### config.mk
export PLATFORM = sky130hd
export DESIGN_NAME = unescape_xor_frame_checker_unit
export DESIGN_NICKNAME = d
export VERILOG_FILES = /design/src/hw/rtl/ufc_pkg.sv /design/src/hw/rtl/ufc_result_fifo.sv /design/src/hw/rtl/ufc_decoder.sv /design/src/hw/rtl/unescape_xor_frame_checker_unit.sv
export SDC_FILE = /design/constraint.sdc
export NUM_CORES = 1
export LEC_CHECK = 0
export ABC_AREA = 1
export BUFFER_PORTS_ARGS = -buffer_cell sky130_fd_sc_hd__buf_2
export CAP_MARGIN = 15
export CORE_MARGIN = 5
export CORE_UTILIZATION = 57
export CTS_CLUSTER_SIZE = 28
export DETAILED_ROUTE_END_ITERATION = 6
export PLACE_DENSITY = 0.77
export SYNTH_ARGS = -nofsm -noshare
export SYNTH_HDL_FRONTEND = slang
export SYNTH_SLANG_ARGS = --single-unit
### constraint.sdc
create_clock -name clock -period 7 [get_ports clock]
set_clock_uncertainty 0.05 [all_clocks]
set_input_delay 0.7 -clock clock [delete_from_list [all_inputs] [get_ports clock]]
set_output_delay 0.7 -clock clock [all_outputs]
set_load 0.01 [all_outputs]
### src/hw/rtl/ufc_pkg.sv
// Package for the unescape and XOR frame checker.
// Holds the framing byte codes, status codes, register indexes and result types.
// No dependencies.
package ufc_pkg;

   localparam logic [7:0] ESC_BYTE   = 8'h7E;
   localparam logic [7:0] END_BYTE   = 8'h7F;
   localparam logic [7:0] ESC_FOR_7E = 8'h7D;

   localparam logic [7:0] DATA_START_RESET    = 8'd35;
   localparam logic [7:0] COMMAND_START_RESET = 8'd36;

   localparam logic [2:0] STATUS_DATA_OK      = 3'd0;
   localparam logic [2:0] STATUS_COMMAND_OK   = 3'd1;
   localparam logic [2:0] STATUS_CHECKSUM_BAD = 3'd2;
   localparam logic [2:0] STATUS_UNKNOWN      = 3'd3;
   localparam logic [2:0] STATUS_LENGTH_ERROR = 3'd4;

   localparam logic KIND_BYTE   = 1'b0;
   localparam logic KIND_STATUS = 1'b1;

   localparam int unsigned CSR_INDEX_W = 1;
   localparam logic [CSR_INDEX_W-1:0] CSR_DATA_START    = 1'b0;
   localparam logic [CSR_INDEX_W-1:0] CSR_COMMAND_START = 1'b1;

   typedef struct packed {
      logic        result_kind;
      logic [7:0]  data_byte;
      logic        is_last;
      logic [2:0]  frame_status;
      logic [15:0] declared_length;
   } result_type;

   typedef struct packed {
      logic [1:0] count;
      result_type first;
      result_type second;
   } push_type;

endpackage

### src/hw/rtl/ufc_result_fifo.sv
// Four-entry result queue that takes up to two results per cycle and hands out one while out_stall is low.
// Depends on ufc_pkg for the result and push types.
module ufc_result_fifo
   import ufc_pkg::*;
(
   input  logic       clock,
   input  logic       reset,
   input  push_type   push,
   output logic       room_for_two,
   output logic       out_valid,
   input  logic       out_stall,
   output result_type out_data
);

   localparam int unsigned DEPTH = 4;
   localparam int unsigned PTR_W = $clog2(DEPTH);
   localparam int unsigned CNT_W = $clog2(DEPTH + 1);

   result_type mem_ff [DEPTH];
   logic [PTR_W-1:0] head_ff, head_in;
   logic [PTR_W-1:0] tail_ff, tail_in;
   logic [CNT_W-1:0] count_ff, count_in;
   logic pop;
   logic [PTR_W-1:0] tail_next;

   assign out_valid    = (count_ff != '0);
   assign out_data     = mem_ff[head_ff];
   assign pop          = out_valid && !out_stall;
   assign room_for_two = (count_ff <= CNT_W'(DEPTH - 2));
   assign tail_next    = tail_ff + PTR_W'(1);

   always_comb begin
      head_in  = pop ? head_ff + PTR_W'(1) : head_ff;
      tail_in  = tail_ff + PTR_W'(push.count);
      count_in = count_ff + CNT_W'(push.count) - CNT_W'(pop);
   end

   always_ff @(posedge clock) begin
      if (reset) begin
         head_ff  <= '0;
         tail_ff  <= '0;
         count_ff <= '0;
      end else begin
         head_ff  <= head_in;
         tail_ff  <= tail_in;
         count_ff <= count_in;
      end
   end

   always_ff @(posedge clock) begin
      if (push.count != 2'd0) begin
         mem_ff[tail_ff] <= push.first;
      end
      if (push.count == 2'd2) begin
         mem_ff[tail_next] <= push.second;
      end
   end

endmodule

### src/hw/rtl/ufc_decoder.sv
// Input register, escape decoding, frame bookkeeping and end-of-frame verdict.
// Depends on ufc_pkg for byte codes, status codes and result types.
module ufc_decoder
   import ufc_pkg::*;
#(
   parameter int unsigned MAX_FRAME = 512
) (
   input  logic                   clock,
   input  logic                   reset,
   input  logic                   in_valid,
   output logic                   in_stall,
   input  logic [7:0]             in_byte,
   input  logic                   csr_wr_en,
   input  logic [CSR_INDEX_W-1:0] csr_index,
   input  logic [7:0]             csr_wdata,
   input  logic                   room_for_two,
   output push_type               push
);

   localparam int unsigned CW = $clog2(MAX_FRAME + 1);

   typedef struct packed {
      logic          esc;
      logic [CW-1:0] count;
      logic [15:0]   len;
      logic [7:0]    xsum;
      logic [7:0]    first;
      logic [7:0]    check;
      logic          ovf;
   } frame_type;

   typedef struct packed {
      frame_type st;
      logic      emit;
   } take_type;

   function automatic take_type take_byte(input frame_type s, input logic [7:0] b);
      take_type t;
      logic [15:0] idx;
      t.st = s;
      t.emit = 1'b0;
      idx = 16'(s.count);
      if (s.count >= CW'(MAX_FRAME)) begin
         t.st.ovf = 1'b1;
      end else begin
         if (s.count == CW'(0)) begin
            t.st.first = b;
         end else if (s.count == CW'(1)) begin
            t.st.len[7:0] = b;
         end else if (s.count == CW'(2)) begin
            t.st.len[15:8] = b;
         end
         t.emit = (s.count < CW'(2)) || (idx < t.st.len);
         if (t.emit) begin
            t.st.xsum = s.xsum ^ b;
         end else if (idx == t.st.len) begin
            t.st.check = b;
         end
         t.st.count = s.count + CW'(1);
      end
      return t;
   endfunction

   logic       in_valid_ff;
   logic [7:0] in_byte_ff;
   logic [7:0] data_start_ff, data_start_in;
   logic [7:0] command_start_ff, command_start_in;
   frame_type  state_ff, state_in;

   logic       consume;
   logic       is_end, do_a, do_b;
   logic [7:0] byte_a;
   frame_type  cur, after;
   take_type   ta, tb;
   result_type res_a, res_b, res_end;
   logic [2:0] verdict;

   assign consume  = in_valid_ff && room_for_two;
   assign in_stall = in_valid_ff && !room_for_two;

   always_comb begin
      is_end = (in_byte_ff == END_BYTE);
      cur = state_ff;
      cur.esc = 1'b0;
      if (state_ff.esc && in_byte_ff == ESC_BYTE) begin
         byte_a = END_BYTE;
      end else if (state_ff.esc) begin
         byte_a = ESC_BYTE;
      end else begin
         byte_a = in_byte_ff;
      end
      do_a = state_ff.esc || (in_byte_ff != ESC_BYTE && !is_end);
      do_b = state_ff.esc && in_byte_ff != ESC_FOR_7E && in_byte_ff != ESC_BYTE && !is_end;
      ta = take_byte(cur, byte_a);
      tb = take_byte(ta.st, in_byte_ff);
      if (do_b) begin
         after = tb.st;
      end else if (do_a) begin
         after = ta.st;
      end else begin
         after = cur;
      end

      if (after.count < CW'(3) || after.len < 16'd3 || after.len >= 16'(MAX_FRAME)
          || after.ovf || 16'(after.count) <= after.len) begin
         verdict = STATUS_LENGTH_ERROR;
      end else if (after.xsum != after.check) begin
         verdict = STATUS_CHECKSUM_BAD;
      end else if (after.first == data_start_ff) begin
         verdict = STATUS_DATA_OK;
      end else if (after.first == command_start_ff) begin
         verdict = STATUS_COMMAND_OK;
      end else begin
         verdict = STATUS_UNKNOWN;
      end

      res_a   = '{KIND_BYTE, byte_a, 1'b0, STATUS_DATA_OK, 16'd0};
      res_b   = '{KIND_BYTE, in_byte_ff, 1'b0, STATUS_DATA_OK, 16'd0};
      res_end = '{KIND_STATUS, 8'd0, 1'b1, verdict, after.len};

      push.count  = 2'd0;
      push.first  = res_a;
      push.second = res_b;
      if (consume) begin
         if (do_a && ta.emit) begin
            if (do_b && tb.emit) begin
               push.count = 2'd2;
            end else if (is_end) begin
               push.count  = 2'd2;
               push.second = res_end;
            end else begin
               push.count = 2'd1;
            end
         end else if (do_b && tb.emit) begin
            push.count = 2'd1;
            push.first = res_b;
         end else if (is_end) begin
            push.count = 2'd1;
            push.first = res_end;
         end
      end

      state_in = state_ff;
      if (consume) begin
         if (is_end) begin
            state_in = '0;
         end else if (!state_ff.esc && in_byte_ff == ESC_BYTE) begin
            state_in.esc = 1'b1;
         end else begin
            state_in = after;
         end
      end

      data_start_in    = data_start_ff;
      command_start_in = command_start_ff;
      if (csr_wr_en) begin
         case (csr_index)
            CSR_DATA_START:    data_start_in = csr_wdata;
            CSR_COMMAND_START: command_start_in = csr_wdata;
            default: ;
         endcase
      end
   end

   always_ff @(posedge clock) begin
      if (reset) begin
         in_valid_ff      <= 1'b0;
         state_ff         <= '0;
         data_start_ff    <= DATA_START_RESET;
         command_start_ff <= COMMAND_START_RESET;
      end else begin
         if (!in_stall) begin
            in_valid_ff <= in_valid;
         end
         state_ff         <= state_in;
         data_start_ff    <= data_start_in;
         command_start_ff <= command_start_in;
      end
   end

   always_ff @(posedge clock) begin
      if (in_valid && !in_stall) begin
         in_byte_ff <= in_byte;
      end
   end

endmodule

### src/hw/rtl/unescape_xor_frame_checker_unit.sv
// Byte-stuffing deframer with XOR checksum, top level.
// Instantiates ufc_decoder and ufc_result_fifo; uses ufc_pkg.
//
// The req channel carries one raw received byte per transaction. Escape pairs
// are undone, decoded frame bytes up to the declared length appear on the rsp
// channel, and a raw 0x7F closes the frame with one status transaction.
// A received byte causes zero, one or two rsp transactions.
// A byte is accepted into an input register, decoded from that register once
// the queue has room, and written into a four-entry result queue, which then
// offers its first result on the rsp channel.
// One byte is accepted per cycle; the rate is set by
// the single decode pass, which stalls only while the queue has fewer than two
// free entries. When the receiver stalls, the queue fills and req_stall rises.
// The csr port writes the data and command start codes.
// Reset empties the queue, clears the frame state and restores the start codes.
module unescape_xor_frame_checker_unit
   import ufc_pkg::*;
#(
   parameter int unsigned MAX_FRAME = 512
) (
   input  logic                   clock,
   input  logic                   reset,
   input  logic                   req_valid,
   output logic                   req_stall,
   input  logic [7:0]             req_rx_byte,
   output logic                   rsp_valid,
   input  logic                   rsp_stall,
   output logic                   rsp_result_kind,
   output logic [7:0]             rsp_data_byte,
   output logic                   rsp_is_last,
   output logic [2:0]             rsp_frame_status,
   output logic [15:0]            rsp_declared_length,
   input  logic                   csr_wr_en,
   input  logic [CSR_INDEX_W-1:0] csr_index,
   input  logic [7:0]             csr_wdata
);

   push_type   push;
   logic       room_for_two;
   result_type out_data;

   ufc_decoder #(
      .MAX_FRAME(MAX_FRAME)
   ) u_decoder (
      .clock        (clock),
      .reset        (reset),
      .in_valid     (req_valid),
      .in_stall     (req_stall),
      .in_byte      (req_rx_byte),
      .csr_wr_en    (csr_wr_en),
      .csr_index    (csr_index),
      .csr_wdata    (csr_wdata),
      .room_for_two (room_for_two),
      .push         (push)
   );

   ufc_result_fifo u_result_fifo (
      .clock        (clock),
      .reset        (reset),
      .push         (push),
      .room_for_two (room_for_two),
      .out_valid    (rsp_valid),
      .out_stall    (rsp_stall),
      .out_data     (out_data)
   );

   assign rsp_result_kind     = out_data.result_kind;
   assign rsp_data_byte       = out_data.data_byte;
   assign rsp_is_last         = out_data.is_last;
   assign rsp_frame_status    = out_data.frame_status;
   assign rsp_declared_length = out_data.declared_length;

endmodule

==> results of run 1 <==
## cell usage in the layout (no fill, tap or decap), drive strengths merged
cell type,count
o22ai,84
nand3b,2
buf,70
ha,43
or2,4
a31o,1
a21o,1
nand2,350
and3,1
bufinv,1
nand4,20
and2,4
nand3,85
inv,179
xnor2,13
edfxtp,120
xor2,11
fa,1
nor2,307
a31oi,2
nor3,11
a21boi,1
a21oi,46
a22oi,1
a41oi,1
o21a,1
nor4,5
clkinv,5
o221ai,1
o211ai,34
o32ai,6
nor3b,1
clkbuf,18
o21ai,189
dfxtp,78
mux2i,1
clkinvlp,2
a211oi,1
o21bai,1
## power by group through the flow
stage | registers [mW] | clock network (mW) | logic (mW)
after floorplan | 1.44 | 0 | 1.35
after detailed placement | 1.46 | 0 | 1.77
after global placement | 1.45 | 0 | 1.73
after global routing | 1.44 | 1.05 | 2.03
final | 1.43 | 1.00 | 1.81
after CTS | 1.43 | 1.01 | 1.78
## state kept, by name, indices dropped and copies added, names as in the netlist, named ones only
name	flops
u_decoder.in_byte_ff	8
u_decoder.command_start_ff	8
u_decoder.cur	51
u_decoder.in_valid_ff	1
u_result_fifo.mem_ff	112
u_result_fifo.head_ff	2
u_result_fifo.count_ff	3
u_decoder.state_ff	1
u_result_fifo.tail_ff	2
u_decoder.data_start_ff	8
## worst min-delay path by stage
stage                     cells past startpoint  slack, ps                        to                startpoint
after floorplan                               2        390                 flip-flop  u_result_fifo.head_ff[1]
after global placement                        2        410  u_result_fifo.head_ff[1]  u_result_fifo.head_ff[1]
after detailed placement                      2        410  u_result_fifo.head_ff[1]  u_result_fifo.head_ff[1]
after CTS                                     1        380   u_decoder.in_byte_ff[4]            req_rx_byte[4]
after global routing                          1        370   u_decoder.in_byte_ff[4]            req_rx_byte[4]
final                                         1        380   u_decoder.in_byte_ff[7]            req_rx_byte[7]
## area by class of cell
type,instances,area (um^2)
Clock buffer,18,439
Multi-Input combinational cell,1229,6380
Inverter,173,667
Fill cell,1894,8180
Sequential cell,198,5160
Tap cell,280,350
Clock inverter,14,160
Timing Repair Buffer,70,408
## stage by stage
| step | power [mW] | cell area [um^2] | cells | hold WS [ps] |
|---|---|---|---|---|
| 2_1_floorplan | 2.78 | 12500 | 1673 | 386 |
| 3_3_place_gp | 3.19 | 13000 | 1949 | 409 |
| 3_5_place_dp | 3.23 | 13000 | 1949 | 411 |
| 4_1_cts | 4.22 | 13600 | 1981 | 377 |
| 5_1_grt | 4.53 | 13600 | 1982 | 372 |
| 6_report | 4.25 | 13600 | 1982 | 384 |
## metal layers
metal  wire length, um  up-vias
met3              3130       93
met5                 0        -
met2             16400      592
met4               984        0
li1                  -     5704
met1             15000     5397
## cell families after synthesis
kind of cell | Yosys count | share of synthesized area
AO/OA/AOI/OAI | 370 | 0.169
XOR/XNOR | 24 | 0.0168
buffers and inverters | 246 | 0.0807
multiplexers | 1 | 0.000798
adder cells (fa/ha/maj) | 44 | 0.0445
flip-flops | 198 | 0.412
AND/OR/NAND/NOR | 790 | 0.276
==> metrics, run 1 <==
CTS Hold Bufs=0; Yosys top cell area share=0.287; kind of critical path=flip-flop to flip-flop; Gate power share=0.427; crit start category=flip-flop; Yosys cell types=58; Clock transition at path regs=80 ps; ratio of cells with drive above 1 in the final layout=0.116; YS warnings=0; Die W=~160 um; CORE AREA=between 20000 and 25000 um^2; RSZ-0062 raised after global routing=no; Clock Sinks=198; critical path depth in cells=31; Net Switching=approximately 1.8 mW; fin util=0.624; dpl ws=around 820 ps; Starting DRT DRC Count=1253; WP data required=~7300 ps; postcts setup bufs=0; ys flop type=edfxtp_1; total wire length=35500 um; Mapped Cells=1673; GPL Wtd Cong=approximately 0.95; CTS buffer count=17; worst skew pair latency=between 400 and 500 ps; Yosys reg bits=198; Syn Area/Cell=7.50 um^2; reg2reg start=u_decoder.cur[41]; vias in the first global route=10600; final worst-path setup slack=669 ps; Die Height=approximately 160 um; global-route wire length before repair=56400 um; pin count of the biggest net entering global routing=58; final setup violation count=0; die area=between 20000 and 30000 um^2; number of port buffers=52; routed vias=11800; Bufs and invs on worst path=5; actual slew at the worst max-slew pin=between 900 and 1000 ps; CP top delay family=simple AND/OR/NAND/NOR gates; Detail Route Antenna Nets=0; worst setup path end=u_result_fifo.count_ff[2]; cell taking the most area after synthesis=edfxtp_1; # rows=54; Root Buffer Master=clkbuf_16; Worst path max stage delay=550 ps; number of vias per cell=5.95; Hold Vio Cnt, Final=0; max_cap viols=0; layer with the highest usage=met2; DRC errors left=0; Setup crit end kind=flip-flop; clk buf depth=2; M2 GR Usage=0.451; final setup TNS=0 ps; antenna violations before repair=0; most frequent cells after synthesis=nand2_1, nor2_1, o21ai_0; met3 usage in global routing=0.0429; ANT cells=0; grt ovf=0; H-tree levels=4; top-count cell post-synth=nand2_1; number of synthesized flops with an enable pin=120; wire per inst=17.9 um; DRT Pass-1 Iters=6; crit path max-delay cell type=o21ai_1; Synthesized Nets=about 1700; grt met1 use=0.398; minimum clock period=about 6300 ps; area grow syn2layout=8.23%; post-DP HPWL=around 25000 um; internal power=2.47 mW; Max-slew headroom=0.363; Top-Level Pins=53; CP max FO=34; outcome=finished clean; leakage=5.38 nW; worst min-delay path class=input port to flip-flop; fmax=0.158 GHz; power per cell area=313 nW/um^2; Post-synth ARST share=0; post-CTS resize count=0; crit path DAT=6620 ps; register area share after synthesis=0.412; CTS tree=yes; initial core utilization=0.576; sequential share of power=0.337; Final Max Tran Viols=0; Critical R2R Capture=u_result_fifo.count_ff[2]; fin nets=1755; crit path from=u_decoder.cur[41]; power share of the clock group=0.236; cells on worst reg2reg path=31; synth top area cells=edfxtp_1, dfxtp_1, nand2_1; post-route clock period utilization=0.904; R2R setup slack=670 ps; synthesized area=about 13000 um^2; peak supply drop=around 190 uV; Switching Fraction=0.418; gr usage total=0.283
Power figures use the tool's default switching activity.
==> run 2: changes to the inputs <==
--- a/config.mk
+++ b/config.mk
@@ -9,10 +9,11 @@
 export BUFFER_PORTS_ARGS = -buffer_cell sky130_fd_sc_hd__buf_2
 export CAP_MARGIN = 15
 export CORE_MARGIN = 5
-export CORE_UTILIZATION = 57
+export CORE_UTILIZATION = 63
 export CTS_CLUSTER_SIZE = 28
 export DETAILED_ROUTE_END_ITERATION = 6
-export PLACE_DENSITY = 0.77
+export PLACE_DENSITY = 0.81
+export SLEW_MARGIN = 15
 export SYNTH_ARGS = -nofsm -noshare
 export SYNTH_HDL_FRONTEND = slang
 export SYNTH_SLANG_ARGS = --single-unit
==> constraint.sdc (replaced) <==
create_clock -name clock -period 5.95 [get_ports clock]
set_clock_uncertainty 0.05 [all_clocks]
set_input_delay 0.595 -clock clock [delete_from_list [all_inputs] [get_ports clock]]
set_output_delay 0.595 -clock clock [all_outputs]
set_load 0.01 [all_outputs]
==> metrics, run 2 (same netlist as run 1, synthesis figures left out) <==
Top-Level Pins=53; fmax=0.178 GHz; die area=around 23000 um^2; outcome=finished clean; RSZ-0062 raised after global routing=yes; non-filler cells, final=1982; layer with the highest usage=met2; DRT Pass-1 Iters=6; Gate power share=0.436; total wire length=about 36000 um; Final Max Tran Viols=0; grt met1 use=0.443; H-tree levels=4; leakage=5.44 nW; number of port buffers=52; vias in the first global route=11200; Hold Vio Cnt, Final=0; internal power=between 2 and 3 mW; Max-slew headroom=0.300; pin count of the biggest net entering global routing=57; CTS tree=yes; minimum clock period=5610 ps; GPL Wtd Cong=0.968; # rows=51; Root Buffer Master=clkbuf_16; post-DP HPWL=25500 um; sequential share of power=0.340; ANT cells=0; crit path DAT=5700 ps; final setup violation count=0; ratio of cells with drive above 1 in the final layout=0.123; CTS buffer count=17; DRC errors left=0; Reg with most FFs=u_result_fifo.mem_ff; Starting DRT DRC Count=1383; crit start category=flip-flop; M2 GR Usage=0.520; WP data required=6040 ps; clk buf depth=2; placed cells=roughly 1900; initial core utilization=0.642; kind of critical path=flip-flop to flip-flop; post-route clock period utilization=0.943; routed vias=11900; worst skew pair latency=450 ps; power per cell area=366 nW/um^2; fin util=0.700; footprint of the multi-input gates=6390 um^2; Clock transition at path regs=90 ps; # fillers=1659; Setup crit end kind=flip-flop; fin nets=1770; number of vias per cell=6.02; most frequent cells in the layout=nand2_1, nor2_1, o21ai_0, inv_1, edfxtp_1; area grow syn2layout=9.05%; met3 usage in global routing=0.0730; Net Switching=2.11 mW; Clock Sinks=198; most common cell after layout, fill and taps aside=nand2_1; grt ovf=0; Detail Route Antenna Nets=0; Largest register FFs=approximately 110; wire per inst=18.3 um; gr usage total=0.326; Switching Fraction=0.422; CORE AREA=19500 um^2; antenna violations before repair=1; power share of the clock group=0.224; Storage cell area=5160 um^2; max_cap viols=0; worst min-delay path class=input port to flip-flop; Die Height=151 um; peak supply drop=229 uV; CP max FO=15; Die W=151 um; actual slew at the worst max-slew pin=1040 ps; global-route wire length before repair=58400 um
[run 2: changes by cell type in the layout (fill, tap and decap cells not counted), sizes merged]
cell and delta:
buf +15, inv -4, clkinv +3, clkbuf +2
bufinv -1
[run 2: metal layers]
metal	vias to the layer above	part of all wire	wire [um]
met1	5420	0.41	14900
met4	2	0.027	975
met5	-	0.00036	13
li1	5726	-	-
met2	676	0.46	16500
met3	98	0.11	3830
[run 2: area by class of cell]
| class | instances | area share |
|---|---|---|
| Sequential cell | 198 | 0.378 |
| Inverter | 173 | 0.0488 |
| Tap cell | 265 | 0.0242 |
| Clock inverter | 12 | 0.00869 |
| Multi-Input combinational cell | 1229 | 0.467 |
| Clock buffer | 20 | 0.0327 |
| Timing Repair Buffer | 85 | 0.0408 |
[run 2: power groups by stage]
stage,Sequential (mW),Combinational [mW],Clock [mW]
CTS,1.70,2.15,1.13
global route,1.72,2.43,1.19
global placement,1.72,2.08,0
floorplan,1.69,1.58,0
detailed placement,1.73,2.13,0
finish,1.70,2.18,1.12
[run 2: path summary, 6_finish.rpt]
check,cells after the start,slack [ps],endpoint,startpoint
worst max register to register,24,340,u_result_fifo.mem_ff[0][19],u_decoder.cur[41]
worst min register to register,2,440,u_decoder.data_start_ff[7],u_decoder.data_start_ff[7]
worst max-delay path,24,340,u_result_fifo.mem_ff[0][19],u_decoder.cur[41]
worst min-delay path,1,280,u_decoder.in_byte_ff[4],req_rx_byte[4]
[run 2: timing repair]
item,CTS,global route
setup endpoints to repair,0,69
hold buffers,0,0
resized for setup,0,1
buffers inserted,0,3
[run 2: through the flow]
step / area, um^2 / setup WS [ps] / hold slack [ps] / power, mW / setup TNS [ps]
6_report: 13700 / 339 / 283 / 5.01 / 0
2_1_floorplan: 12500 / -621 / 386 / 3.27 / -69600
3_5_place_dp: 13100 / 467 / 420 / 3.86 / 0
4_1_cts: 13600 / 409 / 271 / 4.97 / 0
3_3_place_gp: 13100 / 632 / 408 / 3.80 / 0
5_1_grt: 13700 / -29.6 / 268 / 5.33 / -579
[run 2: critical path, stage by stage, from the launching register on]
cell	delay, ps
dfxtp_1	440
inv_1	200
ha_1	250
nand2_1	60
nor2_1	60
nand3_4	170
nand2_4	110
o21ai_1	190
inv_1	110
ha_1	230
nor3b_2	470
nand3_4	210
a21oi_1	350
ha_1	320
a21o_1	160
nand2_1	100
nand2_4	100
nand2_4	80
nand2_2	90
inv_2	120
nor2_4	50
nand2_1	180
nand2_1	210
o21ai_2	760
buf_12	240
